[src/design/name_to_id_registry_table_defines.svh]
// assertion macros for the name to id registry table
`ifndef NAME_TO_ID_REGISTRY_TABLE_DEFINES_SVH
`define NAME_TO_ID_REGISTRY_TABLE_DEFINES_SVH

`ifndef ASSERT_OFF
`define NTTR_ASSERT(label, clk, rstn, prop) \
    label: assert property (@(posedge clk) disable iff (!rstn) prop) \
        else $error("nttr assertion failed");
`define NTTR_ASSERT_NEVER(label, clk, rstn, expr) \
    label: assert property (@(posedge clk) disable iff (!rstn) !(expr)) \
        else $error("nttr forbidden condition seen");
`else
`define NTTR_ASSERT(label, clk, rstn, prop)
`define NTTR_ASSERT_NEVER(label, clk, rstn, expr)
`endif

`endif

[src/design/nttr_pkg.sv]
// shared types and constants of the name to id registry table
package nttr_pkg;

    localparam int BYTE_W     = 8;
    localparam int WORD_BYTES = 8;
    localparam int WORD_W     = BYTE_W * WORD_BYTES;
    localparam int NAME_BYTES = 2 * WORD_BYTES;
    localparam int NAME_W     = 2 * WORD_W;
    localparam int PID_W      = 16;
    localparam int CMD_W      = 2;
    localparam int STATUS_W   = 3;

    typedef enum logic [CMD_W-1:0] {
        CMD_REGISTER   = 2'd0,
        CMD_LOOKUP     = 2'd1,
        CMD_UNREGISTER = 2'd2,
        CMD_OTHER      = 2'd3
    } cmd_t;

    typedef enum logic [STATUS_W-1:0] {
        ST_OK       = 3'd0,
        ST_EXISTS   = 3'd1,
        ST_FULL     = 3'd2,
        ST_NOTFOUND = 3'd3,
        ST_INVALID  = 3'd4
    } status_t;

    // search token handed from cell to cell
    typedef struct packed {
        logic             valid;
        logic             hit;
        logic             free;
        logic [PID_W-1:0] owner;
    } acc_t;

    // request key and update strobes seen by every cell
    typedef struct packed {
        logic              fill;
        logic              clear;
        logic [WORD_W-1:0] key_low;
        logic [WORD_W-1:0] key_high;
        logic [PID_W-1:0]  pid;
    } bcast_t;

endpackage

[src/design/nttr_cell.sv]
// one table slot: holds an entry, matches the key and passes the search token on
module nttr_cell (
    input  logic            aclk,
    input  logic            aresetn,
    input  nttr_pkg::acc_t   acc_in,
    input  nttr_pkg::bcast_t bcast,
    output nttr_pkg::acc_t   acc_out
);
    import nttr_pkg::*;

    logic              valid_reg;
    logic [WORD_W-1:0] key_low_reg;
    logic [WORD_W-1:0] key_high_reg;
    logic [PID_W-1:0]  owner_reg;
    logic              sel_hit_reg;
    logic              sel_free_reg;
    acc_t              acc_out_reg;
    acc_t              acc_next;
    logic              my_hit;

    assign my_hit = valid_reg && (key_low_reg == bcast.key_low)
                    && (key_high_reg == bcast.key_high);

    always_comb begin
        acc_next.valid = acc_in.valid;
        acc_next.hit   = acc_in.hit || my_hit;
        acc_next.free  = acc_in.free || !valid_reg;
        if (acc_in.hit) begin
            acc_next.owner = acc_in.owner;
        end else if (my_hit) begin
            acc_next.owner = owner_reg;
        end else begin
            acc_next.owner = '0;
        end
    end

    always_ff @(posedge aclk) begin
        if (!aresetn) begin
            valid_reg         <= 1'b0;
            sel_hit_reg       <= 1'b0;
            sel_free_reg      <= 1'b0;
            acc_out_reg.valid <= 1'b0;
        end else begin
            acc_out_reg <= acc_next;
            if (acc_in.valid) begin
                sel_hit_reg  <= my_hit && !acc_in.hit;
                sel_free_reg <= !valid_reg && !acc_in.free;
            end
            if (bcast.fill && sel_free_reg) begin
                valid_reg <= 1'b1;
            end else if (bcast.clear && sel_hit_reg) begin
                valid_reg <= 1'b0;
            end
        end
    end

    always_ff @(posedge aclk) begin
        if (bcast.fill && sel_free_reg) begin
            key_low_reg  <= bcast.key_low;
            key_high_reg <= bcast.key_high;
            owner_reg    <= bcast.pid;
        end
    end

    assign acc_out = acc_out_reg;

endmodule

[src/design/name_to_id_registry_table.sv]
// top level of the name to id registry table: request control and slot chain
// A request is taken when the block is idle; its name is cut at the first zero
// byte and a search token then walks the chain of ENTRIES slot cells, one cell
// per clock, collecting the match and the lowest free slot. When the token leaves
// the chain its result is registered; once the output register is free, the
// reply is loaded into it together with any fill or clear strobe for the chosen
// slot. A new request is not taken until that reply has been loaded. A waiting
// reply does not block the next request until its own search ends. Slot
// contents need no clearing after reset.
`include "name_to_id_registry_table_defines.svh"

module name_to_id_registry_table #(
    parameter int ENTRIES = 16
) (
    input  logic                              aclk,
    input  logic                              aresetn,
    input  logic                              s_valid,
    output logic                              s_ready,
    input  logic [nttr_pkg::CMD_W-1:0]        s_command,
    input  logic [nttr_pkg::WORD_W-1:0]       s_name_low,
    input  logic [nttr_pkg::WORD_W-1:0]       s_name_high,
    input  logic [nttr_pkg::PID_W-1:0]        s_sender_pid,
    output logic                              m_valid,
    input  logic                              m_ready,
    output logic [nttr_pkg::STATUS_W-1:0]     m_status,
    output logic [nttr_pkg::PID_W-1:0]        m_found_pid,
    output logic [nttr_pkg::PID_W-1:0]        m_reply_pid
);
    import nttr_pkg::*;

    typedef enum logic [1:0] {
        S_IDLE,
        S_SCAN,
        S_DONE
    } state_t;

    function automatic logic [NAME_W-1:0] canon_name(input logic [NAME_W-1:0] name);
        logic              ended;
        logic [NAME_W-1:0] res;
        ended = 1'b0;
        res   = name;
        for (int b = 0; b < NAME_BYTES; b++) begin
            if (ended) begin
                res[b*BYTE_W +: BYTE_W] = '0;
            end else if (name[b*BYTE_W +: BYTE_W] == '0) begin
                ended = 1'b1;
            end
        end
        return res;
    endfunction

    state_t              state_reg;
    cmd_t                cmd_reg;
    logic [WORD_W-1:0]   key_low_reg;
    logic [WORD_W-1:0]   key_high_reg;
    logic [PID_W-1:0]    pid_reg;
    logic                start_reg;
    acc_t                result_reg;
    logic                fill_reg;
    logic                clear_reg;
    logic                m_valid_reg;
    logic [STATUS_W-1:0] m_status_reg;
    logic [PID_W-1:0]    m_found_pid_reg;
    logic [PID_W-1:0]    m_reply_pid_reg;

    acc_t                chain [ENTRIES+1];
    bcast_t              bcast;
    logic [NAME_W-1:0]   name_canon;
    logic                accept;
    logic                out_free;
    status_t             status_next;
    logic [PID_W-1:0]    found_next;
    logic                fill_next;
    logic                clear_next;

    assign name_canon = canon_name({s_name_high, s_name_low});
    assign s_ready    = (state_reg == S_IDLE);
    assign accept     = s_valid && s_ready;
    assign out_free   = !m_valid_reg || m_ready;

    assign chain[0].valid = start_reg;
    assign chain[0].hit   = 1'b0;
    assign chain[0].free  = 1'b0;
    assign chain[0].owner = '0;

    assign bcast.fill     = fill_reg;
    assign bcast.clear    = clear_reg;
    assign bcast.key_low  = key_low_reg;
    assign bcast.key_high = key_high_reg;
    assign bcast.pid      = pid_reg;

    for (genvar i = 0; i < ENTRIES; i++) begin : g_cell
        nttr_cell u_cell (
            .aclk    (aclk),
            .aresetn (aresetn),
            .acc_in  (chain[i]),
            .bcast   (bcast),
            .acc_out (chain[i+1])
        );
    end

    always_comb begin
        status_next = ST_INVALID;
        found_next  = '0;
        fill_next   = 1'b0;
        clear_next  = 1'b0;
        case (cmd_reg)
            CMD_REGISTER: begin
                if (result_reg.hit) begin
                    status_next = ST_EXISTS;
                end else if (result_reg.free) begin
                    status_next = ST_OK;
                    fill_next   = 1'b1;
                end else begin
                    status_next = ST_FULL;
                end
            end
            CMD_LOOKUP: begin
                if (result_reg.hit) begin
                    status_next = ST_OK;
                    found_next  = result_reg.owner;
                end else begin
                    status_next = ST_NOTFOUND;
                end
            end
            CMD_UNREGISTER: begin
                if (result_reg.hit) begin
                    status_next = ST_OK;
                    clear_next  = 1'b1;
                end else begin
                    status_next = ST_NOTFOUND;
                end
            end
            default: begin
                status_next = ST_INVALID;
            end
        endcase
    end

    always_ff @(posedge aclk) begin
        if (!aresetn) begin
            state_reg   <= S_IDLE;
            start_reg   <= 1'b0;
            fill_reg    <= 1'b0;
            clear_reg   <= 1'b0;
            m_valid_reg <= 1'b0;
        end else begin
            start_reg <= 1'b0;
            fill_reg  <= 1'b0;
            clear_reg <= 1'b0;
            if (m_valid_reg && m_ready) begin
                m_valid_reg <= 1'b0;
            end
            case (state_reg)
                S_IDLE: begin
                    if (accept) begin
                        cmd_reg      <= cmd_t'(s_command);
                        key_low_reg  <= name_canon[WORD_W-1:0];
                        key_high_reg <= name_canon[NAME_W-1:WORD_W];
                        pid_reg      <= s_sender_pid;
                        start_reg    <= 1'b1;
                        state_reg    <= S_SCAN;
                    end
                end
                S_SCAN: begin
                    if (chain[ENTRIES].valid) begin
                        result_reg <= chain[ENTRIES];
                        state_reg  <= S_DONE;
                    end
                end
                S_DONE: begin
                    if (out_free) begin
                        m_valid_reg     <= 1'b1;
                        m_status_reg    <= status_next;
                        m_found_pid_reg <= found_next;
                        m_reply_pid_reg <= pid_reg;
                        fill_reg        <= fill_next;
                        clear_reg       <= clear_next;
                        state_reg       <= S_IDLE;
                    end
                end
                default: begin
                    state_reg <= S_IDLE;
                end
            endcase
        end
    end

    assign m_valid     = m_valid_reg;
    assign m_status    = m_status_reg;
    assign m_found_pid = m_found_pid_reg;
    assign m_reply_pid = m_reply_pid_reg;

    // token leaves the chain only while a search is running
    `NTTR_ASSERT(a_tail_in_scan, aclk, aresetn, chain[ENTRIES].valid |-> (state_reg == S_SCAN))
    // a slot update never fills and clears at once
    `NTTR_ASSERT_NEVER(a_fill_clear, aclk, aresetn, fill_reg && clear_reg)
    // a taken request starts exactly one search token
    `NTTR_ASSERT(a_start_token, aclk, aresetn, accept |=> (start_reg && !s_ready))
    // a new reply is only loaded at the end of a search
    `NTTR_ASSERT(a_reply_src, aclk, aresetn, $rose(m_valid) |-> $past(state_reg == S_DONE))

endmodule
[config.mk]
export PLATFORM = sky130hd
export DESIGN_NAME = name_to_id_registry_table
export DESIGN_NICKNAME = d
export VERILOG_FILES = /design/src/design/nttr_pkg.sv /design/src/design/nttr_cell.sv /design/src/design/name_to_id_registry_table.sv
export VERILOG_INCLUDE_DIRS = /design/src /design/src/design
export SDC_FILE = /design/constraint.sdc
export NUM_CORES = 2
export LEC_CHECK = 0
export BUFFER_PORTS_ARGS = -buffer_cell sky130_fd_sc_hd__clkbuf_2
export CAP_MARGIN = 30
export CORE_AREA = 2 2 577 579
export CTS_BUF_LIST = sky130_fd_sc_hd__clkbuf_16
export DETAILED_ROUTE_END_ITERATION = 10
export DIE_AREA = 0 0 579 581
export HOLD_SLACK_MARGIN = 0.08
export PLACE_DENSITY_LB_ADDON = 0.15
export REMOVE_ABC_BUFFERS = 1
export SKIP_LAST_GASP = 1
export SLEW_MARGIN = 20
export SYNTH_ARGS = -nofsm -noshare
export SYNTH_HDL_FRONTEND = slang
export SYNTH_HIERARCHICAL = 1
export SYNTH_SLANG_ARGS = --single-unit
[constraint.sdc]
create_clock -name aclk -period 17.3 [get_ports aclk]
set_input_delay 1.73 -clock aclk [delete_from_list [all_inputs] [get_ports aclk]]
set_output_delay 1.73 -clock aclk [all_outputs]
set_load 0.01 [all_outputs]
# After elaboration in Yosys (flattened, before gate mapping)
# Cells that the tools add are included.
[word_totals] reg_bits=2861 input_bits=150 out_inout_bits=37 word_cells=553
[classes] n_eq_ne=39 mux=105 bitwise=4 n_reduce_logical=216
[op_table] cell="equality test 64 bit" count=32
[op_table] cell="2-to-1 mux 16 bit" count=30
[op_table] cell="zero test 8 bit" count=15
[op_table] cell="logical AND 1 bit" count=96
[op_table] cell="2-to-1 mux 1 bit" count=67
[op_table] cell="zero test 1 bit" count=47
[op_table] cell="nonzero test 2 bit" count=16
[op_table] cell="logical OR 1 bit" count=31
[op_table] cell="2-to-1 mux 2 bit" count=6
[op_table] cell="AND reduction 3 bit" count=4
[op_table] cell="one-hot mux 2 bit (3 select lines)" count=1
[op_table] cell="one-hot mux 3 bit (2 select lines)" count=1
[op_table] cell="OR reduction 5 bit" count=1
[op_table] cell="equality test 2 x 1 -> 1 bit (second input constant)" count=2
[op_table] cell="equality test 2 bit (second input constant)" count=2
[op_table] cell="zero test 2 bit" count=2
[op_table] cell="inequality test 2 x 1 -> 1 bit (second input constant)" count=2
[op_table] cell="NOT 1 bit" count=4
[op_table] cell="AND reduction 2 bit" count=2
[op_table] cell="AND reduction 4 bit" count=1
[op_table] cell="inequality test 2 bit (second input constant)" count=1
[op_table] cell="OR reduction 2 bit" count=1

# Logic depth before layout (Yosys ltp)
[depth] depth_word=16 depth_mapped=7 ltp_nobuf=6

# By module
# Netlist, hierarchy kept.
[modules_own_cells] module="nttr_cell" n_inst=16 cells_per_inst=564 area_each_um2=7761.2
[modules_own_cells] module="name_to_id_registry_table" n_inst=1 cells_per_inst=439 area_each_um2=7606.0

# Worst setup path after synthesis
# OpenSTA, ideal clock, no wires.
[synth_timing] kind="input to register" startpoint="input aresetn" endpoint="register cmd_reg[0] (enable)" setup_ns=0.859 arrival_time_ns=12.414 setup_slack_ns=4.027 cell_stages=2 n_path_buf=0 cell_sequence="nand2b_1 nor3b_1"
[synth_via] elab_chain_cells=1
[synth_rtl] element="from (decl)" line_no="name_to_id_registry_table.sv:16" rtl="input logic aresetn,"
[synth_rtl] element="AND reduction 3 bit (no source line)"
[synth_rtl] element="to (signal assigned)" line_no="name_to_id_registry_table.sv:157" rtl="cmd_reg <= cmd_t'(s_command);"
[synth_rtl] element="to (decl)" line_no="name_to_id_registry_table.sv:53" rtl="cmd_t cmd_reg;"
# No other way between the ends.
# A chain may end at the register's enable or synchronous reset.

==> key figures <==
Logic synthesis
  • Main combinational cell family by area after synthesis: simple AND/OR/NAND/NOR gates
  • Synth cell types: 57
  • Register bit total from synthesis: approximately 2,900
  • Multiplexer share of the synthesized area: 0.130%
  • Mapped Cells: 9,463
  • Synth Area in Simple Gates: a little over a fifth
  • Synth Area in Compound Gates: 5.40%
  • Number of synthesized flops with an enable pin: 2,791
  • Most used DFF post-synth: edfxtp_1
  • Register area share after synthesis: around 65%
  • Adder-cell area share of the yosys netlist: less than 1%
  • Share of synthesized registers carrying an async set or reset: 0%
  • Syn Area/Cell: 13.9 um2
  • Synthesized cell area: around 0.13 mm2
  • Synth Warn #: 6
  • Synth Area in XOR/XNOR: about 7.1%

Timing
  • Max Slew Vio Count: 0
  • Worst-margin pin slew: 1110 ps
  • Period Utilization, post-route: about a quarter
  • Final Hold Viols: 0
  • Clock skew: 48.1 ps
  • Setup ws final: 12,920 ps
  • FMAX: 228 MHz
  • Setup total negative slack: 0 ps
  • Post-layout min period: 4380 ps
  • Slew headroom: 25.7%
  • RSZ-0062 raised after global routing: no
  • Setup-failing EPs final: 0

Drt
  • DRC: 0
  • Vias: 87,298
  • WL final: 493,000 um
  • 1st-iter DRT viols: 10,237
  • Via-to-Cell Ratio: just under 6
  • DRT Pass-1 Iters: 6
  • Routed Antenna Nets: 0
  • WL/cell: between 30 and 40 um

Critical path
  • Critical Path Source Type: flop
  • Origin of the critical flop-to-flop path: key_high_reg[57]$_SDFFCE_PP0P_
  • Worst EP required: between 15,000 and 20,000 ps
  • Critical path's slowest cell: nor4_2
  • R2r setup slk: 12,920 ps
  • RR Endpoint: g_cell[8].u_cell/acc_out[2]$_DFFE_PP_
  • Worst EP arrival: approximately 5000 ps
  • Max stage delay on crit path: 720 ps
  • Crit path top cell by count: buf_4
  • Setup crit end: g_cell[8].u_cell/acc_out[2]$_DFFE_PP_
  • Cell Chain, Critical Path: buf_4 -> buf_4 -> buf_4 -> xnor2_1 -> nand4_1 -> nor4_2 -> nand4_4 -> o31ai_1
  • CP Max Fanout: 29
  • Critical path class: flop to flop
  • Crit path from: key_high_reg[57]$_SDFFCE_PP0P_
  • Reg2reg path depth: 8
  • CP Capture Type: flop

GRT
  • Total grt overflow: 0
  • GRT Overall Usage: between 20% and 30%
  • Largest net degree at the start of global routing: 163
  • Vias in the first global route: 85,842
  • Initial antenna violation count: 46
  • First-pass GRT wire length: between 600,000 and 700,000 um

Cells and area
  • Post-Layout Inst Area: 0.151 mm2
  • Share of cells above drive strength 1: around 13%
  • NumNets Final: around 10,000
  • Fin cells: around 15,000
  • Area growth, synth to finish: 14.8%

Clocking
  • Clock Sinks: around 2,900
  • Hold buffer count at CTS: 0
  • CTS Root Cell: clkbuf_16
  • Clock-pin slew on the worst setup and hold paths: 60 ps
  • Cts repair resizes: 0
  • H-tree Lvls: 5
  • Cts bufs inserted: about 330
  • Postcts setup bufs: 0
  • Longest Clk Path Bufs: 4
  • CTS tree: built
  • Worst-skew pair later-pin latency: 950 ps

Placement
  • Placement Setup Slack: approximately 12,000 ps
  • Routability congestion estimate: between 0.9 and 1
  • Area after DPL: 0.141 mm2
  • Hpwl dp: 340,000 um
  • Dpl cells: ~14,000
  • Count of port buffers added during placement: roughly 190

Pwr
  • Worst vdd ir: 0.0000846 V
  • Leakage: approximately 50 nW
  • Total power divided by cell area: between 100 and 150 mW/mm2

Worst hold path
  • Worst hold path depth: 0
  • Hold Path Class: flop to flop

Floorplan
  • CORE AREA: between 0.3 and 0.4 mm2
  • Die Y: 581 um
  • Row Count: roughly 210
  • Die X: a little under 600 um
  • Initial core utilization: 40.0%
  • Io pins: 187
  • Die area: between 0.3 and 0.4 mm2

Run
  • # Max-Cap Violations: 0

Run status
  • Status: complete, no violations
-- cells in the mapped netlist, drive strengths merged (48+ instances only) --
library cell | count | area share (%)
and2 | 106 | 0.50
edfxtp | 2791 | 64
xor2 | 880 | 5.8
nand3 | 98 | 0.38
nand4 | 385 | 2.0
nand4b | 48 | 0.32
dfxtp | 70 | 1.1
inv | 451 | 1.3
xnor2 | 192 | 1.3
nand2b | 193 | 0.92
o31ai | 272 | 3.2
nor2b | 1730 | 8.3
nor2 | 104 | 0.30
and3 | 74 | 0.36
nand2 | 321 | 0.92
nor4 | 957 | 5.0
nor3 | 131 | 0.63
or4 | 66 | 0.42
a2111oi | 272 | 1.8
clkbuf | 53 | 0.15
-- critical path, delay by kind of cell (launching register included) --
kind | cells | cell delay [ps]
AO/OA/AOI/OAI | 1 | 440
flip-flops | 1 | 330
AND/OR/NAND/NOR | 3 | 1510
buffers and inverters | 3 | 1560
XOR/XNOR | 1 | 190
-- per-stage QoR --
stage,power (mW),hold WS [ps],util [%]
2_1_floorplan,8.18,400,-
3_3_place_gp,8.58,401,42.5
3_5_place_dp,8.59,405,42.6
4_1_cts,15.3,417,45.7
5_1_grt,15.6,424,45.9
6_report,15.2,415,45.9
-- cells by family (layout without fill, tap and decap cells) --
family / Yosys count / in the layout
adder cells (fa/ha/maj): 4 / 4
multiplexers: 17 / 17
flip-flops: 2861 / 2861
buffers and inverters: 540 / 1576
XOR/XNOR: 1072 / 1072
other: 1 / 41
AO/OA/AOI/OAI: 613 / 613
AND/OR/NAND/NOR: 4355 / 4355
-- power by group --
group / internal [mW] / leakage, nW / total (mW) / switching (mW)
Sequential: 7.63 / 26.0 / 7.66 / 0.0283
Combinational: 0.210 / 18.7 / 0.798 / 0.588
Clock: 3.83 / 5.31 / 6.77 / 2.93
-- how the worst min path moves through the flow --
stage               slack, ps                                    start                       end
floorplan                 400   g_cell[15].u_cell/acc_out[0]$_DFFE_PP_   result_reg[0]$_DFFE_PP_
global placement          400  g_cell[15].u_cell/acc_out[17]$_DFFE_PP_  result_reg[17]$_DFFE_PP_
detailed placement        400  g_cell[15].u_cell/acc_out[14]$_DFFE_PP_  result_reg[14]$_DFFE_PP_
CTS                       420  g_cell[15].u_cell/acc_out[14]$_DFFE_PP_  result_reg[14]$_DFFE_PP_
global route              420   g_cell[15].u_cell/acc_out[5]$_DFFE_PP_   result_reg[5]$_DFFE_PP_
finish                    410   g_cell[15].u_cell/acc_out[4]$_DFFE_PP_   result_reg[4]$_DFFE_PP_
-- layout make-up --
type,count,area [um2]
fill,29356,178000
sequential,2861,85200
multi-input combinational,6080,44500
clock buffer,330,8260
tap,4366,5460
timing repair buffer,527,4010
clock inverter,268,2040
inverter,451,1690
antenna,22,55.1
-- routing by layer --
layer	GRT usage, %	vias to the layer above	wire length, um
met5	0.201	-	96
met4	15.1	2	30000
met3	3.66	950	35800
met2	44.3	4238	219000
met1	39.6	44424	208000
li1	-	37684	-
-- cell usage in the layout (no fill, tap or decap), types with 160 or more instances in the layout --
master	instances
xor2_1	880
edfxtp_1	2791
xnor2_1	192
a2111oi_0	272
inv_1	519
nor2b_1	1714
nor4_1	868
nand2_1	318
nand4_1	368
o31ai_4	160
clkbuf_16	330
nand2b_1	193
buf_4	302
clkbuf_2	185
No activity file was read; power rests on OpenSTA's default activity.
